[src/hw/rtl/assert_macros.svh]
// Assertion helpers, clocked on clk_i and disabled while rst_ni is low.
`ifndef ASSERT_MACROS_SVH
`define ASSERT_MACROS_SVH

`define HTD_ASSERT_MSG(lbl, prop, msg) \
  lbl: assert property (@(posedge clk_i) disable iff (!rst_ni) prop) else $error(msg);

`define HTD_ASSERT(lbl, prop) \
  `HTD_ASSERT_MSG(lbl, prop, "htd assertion failed")

`endif

[src/hw/rtl/htd_pkg.sv]
package htd_pkg;

  localparam int unsigned CapacityDefault = 64;
  localparam int unsigned HandleReach     = 64;

  typedef enum logic [1:0] {
    ACT_ADD    = 2'd0,
    ACT_REMOVE = 2'd1,
    ACT_LOOKUP = 2'd2
  } act_e;

  typedef enum logic [1:0] {
    STAT_OK   = 2'd0,
    STAT_FULL = 2'd1,
    STAT_BAD  = 2'd2
  } status_e;

  typedef enum logic [1:0] {
    OP_ADD    = 2'd0,
    OP_PROBE  = 2'd1,
    OP_COMMIT = 2'd2
  } op_e;

  typedef struct packed {
    act_e       action;
    logic [5:0] handle;
  } cmd_t;

  typedef struct packed {
    logic [5:0] handle_out;
    logic [5:0] dense_index;
    logic [6:0] item_count;
    status_e    status;
  } res_t;

  // item travelling down the cell chain
  typedef struct packed {
    logic       vld;
    op_e        op;
    logic [5:0] handle;
    logic [5:0] pos;
    logic       found;
    logic [5:0] fhandle;
    logic [5:0] fpos;
  } token_t;

endpackage

[src/hw/rtl/htd_cell.sv]
module htd_cell #(
  parameter int unsigned IDX = 0
) (
  input  logic            clk_i,
  input  logic            rst_ni,
  input  htd_pkg::token_t tok_i,
  output htd_pkg::token_t tok_o
);

  logic            valid_q, valid_d;
  logic [5:0]      pos_q, pos_d;
  htd_pkg::token_t tok_q, tok_d;
  logic            hit;

  assign hit = (tok_i.handle == 6'(IDX));

  always_comb begin
    tok_d   = tok_i;
    valid_d = valid_q;
    pos_d   = pos_q;
    if (tok_i.vld) begin
      case (tok_i.op)
        htd_pkg::OP_ADD: begin
          if (!tok_i.found && !valid_q) begin
            valid_d       = 1'b1;
            pos_d         = tok_i.pos;
            tok_d.found   = 1'b1;
            tok_d.fhandle = 6'(IDX);
          end
        end
        htd_pkg::OP_PROBE: begin
          if (hit && valid_q) begin
            tok_d.found = 1'b1;
            tok_d.fpos  = pos_q;
          end
        end
        htd_pkg::OP_COMMIT: begin
          if (hit) begin
            valid_d = 1'b0;
            pos_d   = '0;
          end else if (valid_q && (pos_q > tok_i.pos)) begin
            pos_d = pos_q - 6'd1;
          end
        end
        default: ;
      endcase
    end
  end

  always_ff @(posedge clk_i or negedge rst_ni) begin
    if (!rst_ni) begin
      valid_q <= 1'b0;
      pos_q   <= '0;
      tok_q   <= '0;
    end else begin
      valid_q <= valid_d;
      pos_q   <= pos_d;
      tok_q   <= tok_d;
    end
  end

  assign tok_o = tok_q;

endmodule

[src/hw/rtl/htd_ctrl.sv]
module htd_ctrl (
  input  logic            clk_i,
  input  logic            rst_ni,
  input  logic            start,
  input  htd_pkg::cmd_t   cmd_i,
  input  htd_pkg::token_t tail_i,
  output htd_pkg::token_t inj_o,
  output logic            busy,
  output logic            strobe_o,
  output htd_pkg::res_t   res_o
);

  typedef enum logic [2:0] {
    ST_IDLE   = 3'b001,
    ST_PROBE  = 3'b010,
    ST_COMMIT = 3'b100
  } state_e;

  state_e          state_q, state_d;
  htd_pkg::act_e   act_q, act_d;
  logic [5:0]      hdl_q, hdl_d;
  logic [6:0]      count_q, count_d;
  htd_pkg::token_t inj_q, inj_d;
  htd_pkg::res_t   res_q, res_d;
  logic            strobe_q, strobe_d;

  always_comb begin
    state_d  = state_q;
    act_d    = act_q;
    hdl_d    = hdl_q;
    count_d  = count_q;
    inj_d    = '0;
    res_d    = res_q;
    strobe_d = 1'b0;
    case (state_q)
      ST_IDLE: begin
        if (start) begin
          act_d        = cmd_i.action;
          hdl_d        = cmd_i.handle;
          inj_d.vld    = 1'b1;
          inj_d.op     = (cmd_i.action == htd_pkg::ACT_ADD) ? htd_pkg::OP_ADD
                                                             : htd_pkg::OP_PROBE;
          inj_d.handle = cmd_i.handle;
          inj_d.pos    = count_q[5:0];
          state_d      = ST_PROBE;
        end
      end
      ST_PROBE: begin
        if (tail_i.vld) begin
          strobe_d          = 1'b1;
          state_d           = ST_IDLE;
          res_d.handle_out  = hdl_q;
          res_d.dense_index = '0;
          res_d.status      = htd_pkg::STAT_BAD;
          case (act_q)
            htd_pkg::ACT_ADD: begin
              if (tail_i.found) begin
                res_d.handle_out  = tail_i.fhandle;
                res_d.dense_index = count_q[5:0];
                res_d.status      = htd_pkg::STAT_OK;
                count_d           = count_q + 7'd1;
              end else begin
                res_d.handle_out = '0;
                res_d.status     = htd_pkg::STAT_FULL;
              end
            end
            htd_pkg::ACT_REMOVE: begin
              if (tail_i.found) begin
                strobe_d     = 1'b0;
                state_d      = ST_COMMIT;
                inj_d.vld    = 1'b1;
                inj_d.op     = htd_pkg::OP_COMMIT;
                inj_d.handle = hdl_q;
                inj_d.pos    = tail_i.fpos;
              end
            end
            htd_pkg::ACT_LOOKUP: begin
              if (tail_i.found) begin
                res_d.dense_index = tail_i.fpos;
                res_d.status      = htd_pkg::STAT_OK;
              end
            end
            default: ;
          endcase
        end
      end
      ST_COMMIT: begin
        if (tail_i.vld) begin
          strobe_d          = 1'b1;
          state_d           = ST_IDLE;
          res_d.handle_out  = hdl_q;
          res_d.dense_index = tail_i.pos;
          res_d.status      = htd_pkg::STAT_OK;
          if (count_q != 7'd0) begin
            count_d = count_q - 7'd1;
          end
        end
      end
      default: state_d = ST_IDLE;
    endcase
    res_d.item_count = count_d;
  end

  always_ff @(posedge clk_i or negedge rst_ni) begin
    if (!rst_ni) begin
      state_q  <= ST_IDLE;
      count_q  <= '0;
      inj_q    <= '0;
      strobe_q <= 1'b0;
      res_q    <= '0;
    end else begin
      state_q  <= state_d;
      count_q  <= count_d;
      inj_q    <= inj_d;
      strobe_q <= strobe_d;
      res_q    <= res_d;
    end
  end

  always_ff @(posedge clk_i) begin
    act_q <= act_d;
    hdl_q <= hdl_d;
  end

  assign inj_o    = inj_q;
  assign busy     = (state_q != ST_IDLE);
  assign strobe_o = strobe_q;
  assign res_o    = res_q;

endmodule

[src/hw/rtl/handle_to_dense_index_table.sv]
// channel   dir  handshake          payload
// command   in   start && !busy     cmd_i  (action, handle)
// result    out  strobe_o, 1 cycle  res_o  (handle_out, dense_index, item_count, status)
//
// One cell per usable handle, min(CAPACITY, 64) cells; an item walks the chain one cell
// per cycle. Add and lookup take one pass down the chain; a remove of a mapped handle
// takes a probe pass and a commit pass. busy stays high until the result strobe.
// Reset clears every mapping and the live count; the table is usable right after reset.
// Results cannot be stalled; strobe_o is high for one cycle per item.
`include "assert_macros.svh"

module handle_to_dense_index_table #(
  parameter int unsigned CAPACITY = htd_pkg::CapacityDefault
) (
  input  logic          clk_i,
  input  logic          rst_ni,
  input  logic          start,
  input  htd_pkg::cmd_t cmd_i,
  output logic          busy,
  output logic          strobe_o,
  output htd_pkg::res_t res_o
);

  localparam int unsigned NCELL = (CAPACITY < htd_pkg::HandleReach) ? CAPACITY
                                                                    : htd_pkg::HandleReach;

  htd_pkg::token_t tok [NCELL+1];
  logic            res_full;

  htd_ctrl u_ctrl (
    .clk_i    (clk_i),
    .rst_ni   (rst_ni),
    .start    (start),
    .cmd_i    (cmd_i),
    .tail_i   (tok[NCELL]),
    .inj_o    (tok[0]),
    .busy     (busy),
    .strobe_o (strobe_o),
    .res_o    (res_o)
  );

  for (genvar i = 0; i < NCELL; i++) begin : g_cell
    htd_cell #(
      .IDX (i)
    ) u_cell (
      .clk_i  (clk_i),
      .rst_ni (rst_ni),
      .tok_i  (tok[i]),
      .tok_o  (tok[i+1])
    );
  end

  assign res_full = strobe_o && (res_o.status == htd_pkg::STAT_FULL);

  `HTD_ASSERT(a_count_bound, strobe_o |-> (res_o.item_count <= 7'(NCELL)))
  `HTD_ASSERT(a_full_count, res_full |-> (res_o.item_count == 7'(NCELL)))
  `HTD_ASSERT(a_busy_after_start, (start && !busy) |=> busy)
  `HTD_ASSERT_MSG(a_idle_at_strobe, strobe_o |-> !busy, "result while still busy")

endmodule
[config.mk]
export PLATFORM = sky130hd
export DESIGN_NAME = handle_to_dense_index_table
export DESIGN_NICKNAME = d
export VERILOG_FILES = /design/src/hw/rtl/htd_pkg.sv /design/src/hw/rtl/htd_cell.sv /design/src/hw/rtl/htd_ctrl.sv /design/src/hw/rtl/handle_to_dense_index_table.sv
export VERILOG_INCLUDE_DIRS = /design/src /design/src/hw/rtl
export SDC_FILE = /design/constraint.sdc
export NUM_CORES = 2
export LEC_CHECK = 0
export BUFFER_PORTS_ARGS = -buffer_cell sky130_fd_sc_hd__buf_2
export CAP_MARGIN = 5
export CORE_MARGIN = 4
export CORE_UTILIZATION = 45
export CTS_CLUSTER_SIZE = 12
export DETAILED_ROUTE_END_ITERATION = 7
export GPL_ROUTABILITY_DRIVEN = 0
export HOLD_SLACK_MARGIN = 0.1
export PLACE_DENSITY = 0.64
export SLEW_MARGIN = 25
export SYNTH_ARGS = -nofsm -noshare
export SYNTH_HDL_FRONTEND = slang
export SYNTH_SLANG_ARGS = --single-unit
[constraint.sdc]
create_clock -name clk_i -period 2.7 [get_ports clk_i]
set_input_delay 0.27 -clock clk_i [delete_from_list [all_inputs] [get_ports clk_i]]
set_output_delay 0.27 -clock clk_i [all_outputs]
set_load 0.005 [all_outputs]
* After elaboration in Yosys (flattened, before gate mapping) *
Cells that the tools add are included.

word-level totals
  register bits = 2280
  latch bits = 0
  memory bits (writable) = 0
  bits in read-only memories = 0
  input bits = 11
  output and inout bits = 23
  word-level logic and storage cells = 2625
  memories = 0

cells by class
  add/subtract/negate cells = 66
  multiply operators = 0
  div/mod/pow operators = 0
  $lt $le $gt $ge = 64
  equality and inequality tests = 395
  shifts and indexed selects = 0
  multiplexer cells = 932
  bitwise gates (word level) = 0
  reductions and logical operators = 582

operator list
  cell                                                   number
  2-to-1 mux 6 bit                                       388
  2-to-1 mux 13 bit                                      64
  one-hot mux 6 bit (2 select lines)                     65
  AND reduction 4 bit                                    127
  2-to-1 mux 7 bit                                       69
  greater-than comparator 6 bit                          64
  subtractor 6 x 1 -> 6 bit, second input constant       64
  inequality test 2 x 1 -> 1 bit, second input constant  132
  one-hot mux 1 bit (2 select lines)                     129
  2-to-1 mux 1 bit                                       197
  inequality test 3 x 1 -> 1 bit, second input constant  65
  == test 6 bit, second input constant                   32
  logical AND 1 bit                                      191
  logical NOT 2 bit                                      66
  == test 2 x 1 -> 1 bit, second input constant          65
  == test 2 bit, second input constant                   65
  nonzero test 2 bit                                     65
  logical NOT 1 bit                                      126
  == test 6 x 5 -> 1 bit, second input constant          16
  2-to-1 mux 15 bit                                      4
  == test 6 x 4 -> 1 bit, second input constant          8
  one-hot mux 15 bit (2 select lines)                    1
  == test 6 x 3 -> 1 bit, second input constant          4
  2-to-1 mux 12 bit                                      2
  19 further kinds                                       30

* Depth between registers and ports, before layout *
  depth after elaboration = 5
  mapped depth = 9
  depth with buffers taken out = 8

* Modules after synthesis *
From an unflattened synthesis, not the netlist that was laid out.

unflattened totals
  cells, all modules = 7394
  area, all modules = 98465.7 µm²

by module, submodules not included
  module                             times used  cells each  area an instance (µm²)  sequential area each (µm²)
  htd_cell at g_cell[21].u_cell ...  8           111         1551.5                  875.8
  htd_cell at g_cell[10].u_cell ...  5           111         1550.2                  875.8
  htd_cell at g_cell[11].u_cell ...  5           111         1515.2                  875.8
  htd_cell at g_cell[29].u_cell ...  4           111         1514.0                  875.8
  htd_cell at g_cell[23].u_cell ...  4           112         1490.2                  875.8
  htd_cell at g_cell[53].u_cell ...  4           116         1486.4                  875.8
  htd_cell at g_cell[19].u_cell ...  4           112         1481.4                  875.8
  htd_cell at g_cell[17].u_cell ...  4           111         1461.4                  875.8
  htd_cell at g_cell[5].u_cell ...   3           113         1515.2                  875.8
  htd_cell at g_cell[16].u_cell ...  3           111         1458.9                  875.8
  htd_cell at g_cell[55].u_cell ...  2           116         1527.7                  875.8
  htd_cell at g_cell[52].u_cell ...  2           113         1519.0                  875.8
  htd_cell at g_cell[61].u_cell ...  2           115         1488.9                  875.8
  htd_cell at g_cell[31].u_cell ...  2           111         1487.7                  875.8
  +12 rows                           --          --          --                      --

* Worst setup path before layout *
No wires, ideal clock.

  kind = reg2reg
  start = register u_ctrl.state_q[1]
  end = register u_ctrl.count_q[6]
  setup time = 0.124 ns
  arrival time = 2.057 ns
  required time = 2.576 ns
  slack = 0.519 ns
  stages on the path, launching flop included = 10
  clock period less this slack = 2.181 ns
  path through = dfrtp_1 or3b_1 buf_2 clkinv_2 ha_1 nor2b_1 o31a_1 mux2i_1 o21ai_1 xnor2_1

on the way
  word-level cells in the longest chain between the ends = 3
  elaborated cells between the ends (all ways) = 10
  classes of those cells = 7 x eq/ne; 1 x mux; 2 x reduce/logical

ends and longest elaborated chain
  what                                                                            RTL line         text
  start, declared                                                                 htd_ctrl.sv:19   state_e state_q, state_d;
  start signal, assigned                                                          htd_ctrl.sv:112  state_q <= state_d;
  == test 3 bit or == test 3 x 2 -> 1 bit (tied branches)                         htd_ctrl.sv:35   case (state_q)
  inequality test 2 x 1 -> 1 bit (no line) or nonzero test 2 bit (tied branches)  --
  AND reduction 6 bit (no line)                                                   --
  end signal, assigned                                                            htd_ctrl.sv:113  count_q <= count_d;
  end, declared                                                                   htd_ctrl.sv:22   logic [6:0] count_q, count_d;

Several ways; a longest one is shown, not always the timed one.
A chain may end at the register's enable or synchronous reset.

* Final worst setup path *
  start = register u_ctrl.state_q[0]
  end = output busy

on the way
  word-level cells in the longest chain between the ends = 1

ends and longest elaborated chain
  what                            RTL line                           text
  inequality test 3 x 1 -> 1 bit  htd_ctrl.sv:126                    assign busy = (state_q != ST_IDLE);
  end, declared                   handle_to_dense_index_table.sv:19  output logic busy,

No other way between the ends.

==> results.cfg <==
[clocking]
htreeDepth = 4
cts-root-buf = clkbuf_16
ctsHoldBuffers = 11
clkSinkCount = 2217
cts.reportedPaths.clkPinSlew_ps = 60
cts_tree = yes
insertion_delay_ps = 850
clock_path_buffers = 3
cts_setup_buffers = 0
cts_resized = 0
cts_buffers = 223

[sta]
fmax_mhz = 417.9
worst_pin_slew_ps = 1015
rsz0062_at_grt = no
period_needed_ps = 2393
hold_viol_final = 0
slew_violations = 0
fin_crit_sh_pct = 88.64
slew_headroom_pct = 31.71
setup_viol = 0
finalSetupTns_ps = 0
fin_worst_skew_ps = 35.97

[critical_path]
r2r_cells = 7
crit_buf_inv = 1
crit_type = register to output port
cp_max_fo = 5
arrival_ps = 2120
worst_path_largest_cell_delay_ps = 570
slowest_stage = or3b_2
critPathLaunchType = register
critPathRequiredTime_ps = 2430
path_cells = or3b_2 -> buf_2
critPathTopFamily = simple AND/OR/NAND/NOR gates
path_depth = 2
end_kind = output port

[logic_synthesis]
synth_top_cells_by_area = dfrtp_1, ha_1, mux2_2
synth_cell_types = 98
synth_edf_count = 8
syn_avg_cell_area_um2 = 12.21
synth-seq-cells = 2217
ys.flop_type = dfrtp_1
async_flop_share_pct = 99.64
synth_area_mm2 = 0.09286
synth.net_count = 8070
syn_inst = 7605
ys_seq_area_share_pct = 59.79
ys_warn_count = 0
synth_top_area_share_pct = 59.50
synth_top_area_cell = dfrtp_1

[final_layout]
layout.nets = 8387
fill_cells = 17380
drive_gt1_share_pct = 14.47
final_common_cell = dfrtp_1
layout-area-overhead-vs-synth_pct = 12.55
seqCellArea_mm2 = 0.05552
final_cell_mix = dfrtp_1, inv_1, ha_1, mux2_2, nand2_1
multiInputGateArea_mm2 = 0.03487
fin_util_pct = 50.98

[die]
ios = 34
initial_core_util_pct = 45.30
die_y_um = 462.3
die_w_um = 462.3
core_mm2 = 0.2050
die_area_mm2 = 0.2137
rows = 166

[global_routing]
grt_util_met2_pct = 30.69
grt_max_degree = 125
grt_pass1_vias = 61270
antenna_found_initial = 3
grtUsageTotal_pct = 19.10
grt.overflow.total = 0
grt_pass1_wl_um = 333100
busiest_layer = met2
use_met1_pct = 27.10
met3_usage_pct = 2.779

[power]
p_leak_uw = 0.05051
irDropWorstVdd_mv = 0.6238
power_density_mw_per_mm2 = 701.0

[routing]
drt-wirelength-per-cell_um = 18.74
antenna_left = 0
drt-vias-per-instance = 5.582
drt_iter0_markers = 4610
vias = 60030
drc_errors = 0
dr.pass1.iters = 6
routed_wl_um = 201500

[placement]
dp_hpwl_um = 143700
port_buffers = 33

[flow_run]
drv_cap = 0

[hold_path]
hold_path.class = primary input to async pin

[run_status]
status = finished clean
## flip-flops by register name, summed over array words and instances (netlist names)
register               flops
g_cell.u_cell.pos_q      384
g_cell.u_cell.tok_o     1721
g_cell.u_cell.valid_q     64
u_ctrl.act_q               2
u_ctrl.count_q             7
u_ctrl.hdl_q               6
u_ctrl.inj_o              15
u_ctrl.res_o              14
u_ctrl.state_q             3
u_ctrl.strobe_o            1
## per-layer routing
| layer | share of wire, % | up-vias | wire length, µm |
|---|---|---|---|
| li1 | - | 27980 | - |
| met1 | 46 | 30200 | 92870 |
| met2 | 47 | 1488 | 94880 |
| met3 | 4.3 | 358 | 8636 |
| met4 | 2.5 | 0 | 5116 |
| met5 | 0 | - | 0 |
## area by class of cell
class / instances / share of cell area (%)
clock buffer: 325 / 6.189
timing repair buffer: 189 / 1.616
sequential: 2217 / 53.12
multi-input combinational: 4740 / 33.36
tap: 2688 / 3.218
inverter: 551 / 1.980
clock inverter: 44 / 0.5088
antenna: 1 / 0.002394
## through the flow
| stage | std cells | hold slack, ps | setup slack (ps) | power (µW) | area [µm²] |
|---|---|---|---|---|---|
| 5_1_grt | 10750 | 209.3 | 188.2 | 76730 | 104500 |
| 6_report | 10760 | 227.1 | 306.8 | 73260 | 104500 |
| 4_1_cts | 10750 | 189.8 | 232.4 | 74250 | 104500 |
| 3_3_place_gp | 10370 | 229.6 | 404.4 | 44000 | 97380 |
| 2_1_floorplan | 7605 | -25.59 | 518.6 | 41690 | 92860 |
| 3_5_place_dp | 10370 | 229.0 | 410.9 | 44180 | 97380 |
## path summary, 6_finish.rpt
check                                            start                     endpoint  slack, ps
max                                  u_ctrl.state_q[0]                         busy        310
min                                             rst_ni  g_cell[29].u_cell.tok_o[12]        230
max reg2reg                 g_cell[4].u_cell.tok_o[17]    g_cell[5].u_cell.pos_q[1]        370
min reg2reg                g_cell[41].u_cell.tok_o[22]  g_cell[42].u_cell.tok_o[22]        360
max in group asynchronous                       rst_ni   g_cell[54].u_cell.pos_q[4]       1570
min in group clk_i                            cmd_i[7]              u_ctrl.act_q[1]        270
## power by group
part,total [µW],leakage (µW),internal (µW),switching [µW]
Sequential,38300,0.0302,36200,2100
Clock,29600,0.00345,17200,12400
Combinational,5380,0.0168,2480,2890
## tightest hold or removal path, stage by stage
cell and delay, ps:
dlygate4sd3_1 580, buf_12 290, buf_12 220
## logic make-up (layout without fill, tap and decap cells)
group | Yosys count | after routing | share of synthesized area (%)
XOR/XNOR | 5 | 5 | 0.04717
flip-flops | 2217 | 2217 | 59.79
AO/OA/AOI/OAI | 1571 | 1571 | 11.96
AND/OR/NAND/NOR | 2229 | 2229 | 13.71
multiplexers | 481 | 481 | 5.691
adder cells (fa/ha/maj) | 454 | 454 | 6.125
other | 0 | 1 | 0
buffers and inverters | 648 | 1109 | 2.675
## synthesized netlist by cell type (all sizes together), types with 21 or more instances
library cell / number
ha: 453
a21oi: 306
a22o: 36
and3b: 30
o21bai: 67
and3: 68
nor3b: 47
and4: 30
or2: 193
a22oi: 111
nand3b: 53
nand2: 354
o31ai: 25
nor2b: 291
o21ai: 242
clkbuf: 63
o221ai: 29
o32ai: 26
a2bb2oi: 34
nor3: 221
nand3: 143
and2: 62
nand2b: 179
a311o: 25
o2bb2ai: 163
buf: 34
a31oi: 72
nor4: 87
or3: 47
mux2i: 105
nor4b: 26
dfrtp: 2208
o22ai: 93
nor2: 306
o32a: 50
mux2: 376
a21o: 103
a41oi: 21
inv: 550
(Power assumes the default switching activity.)
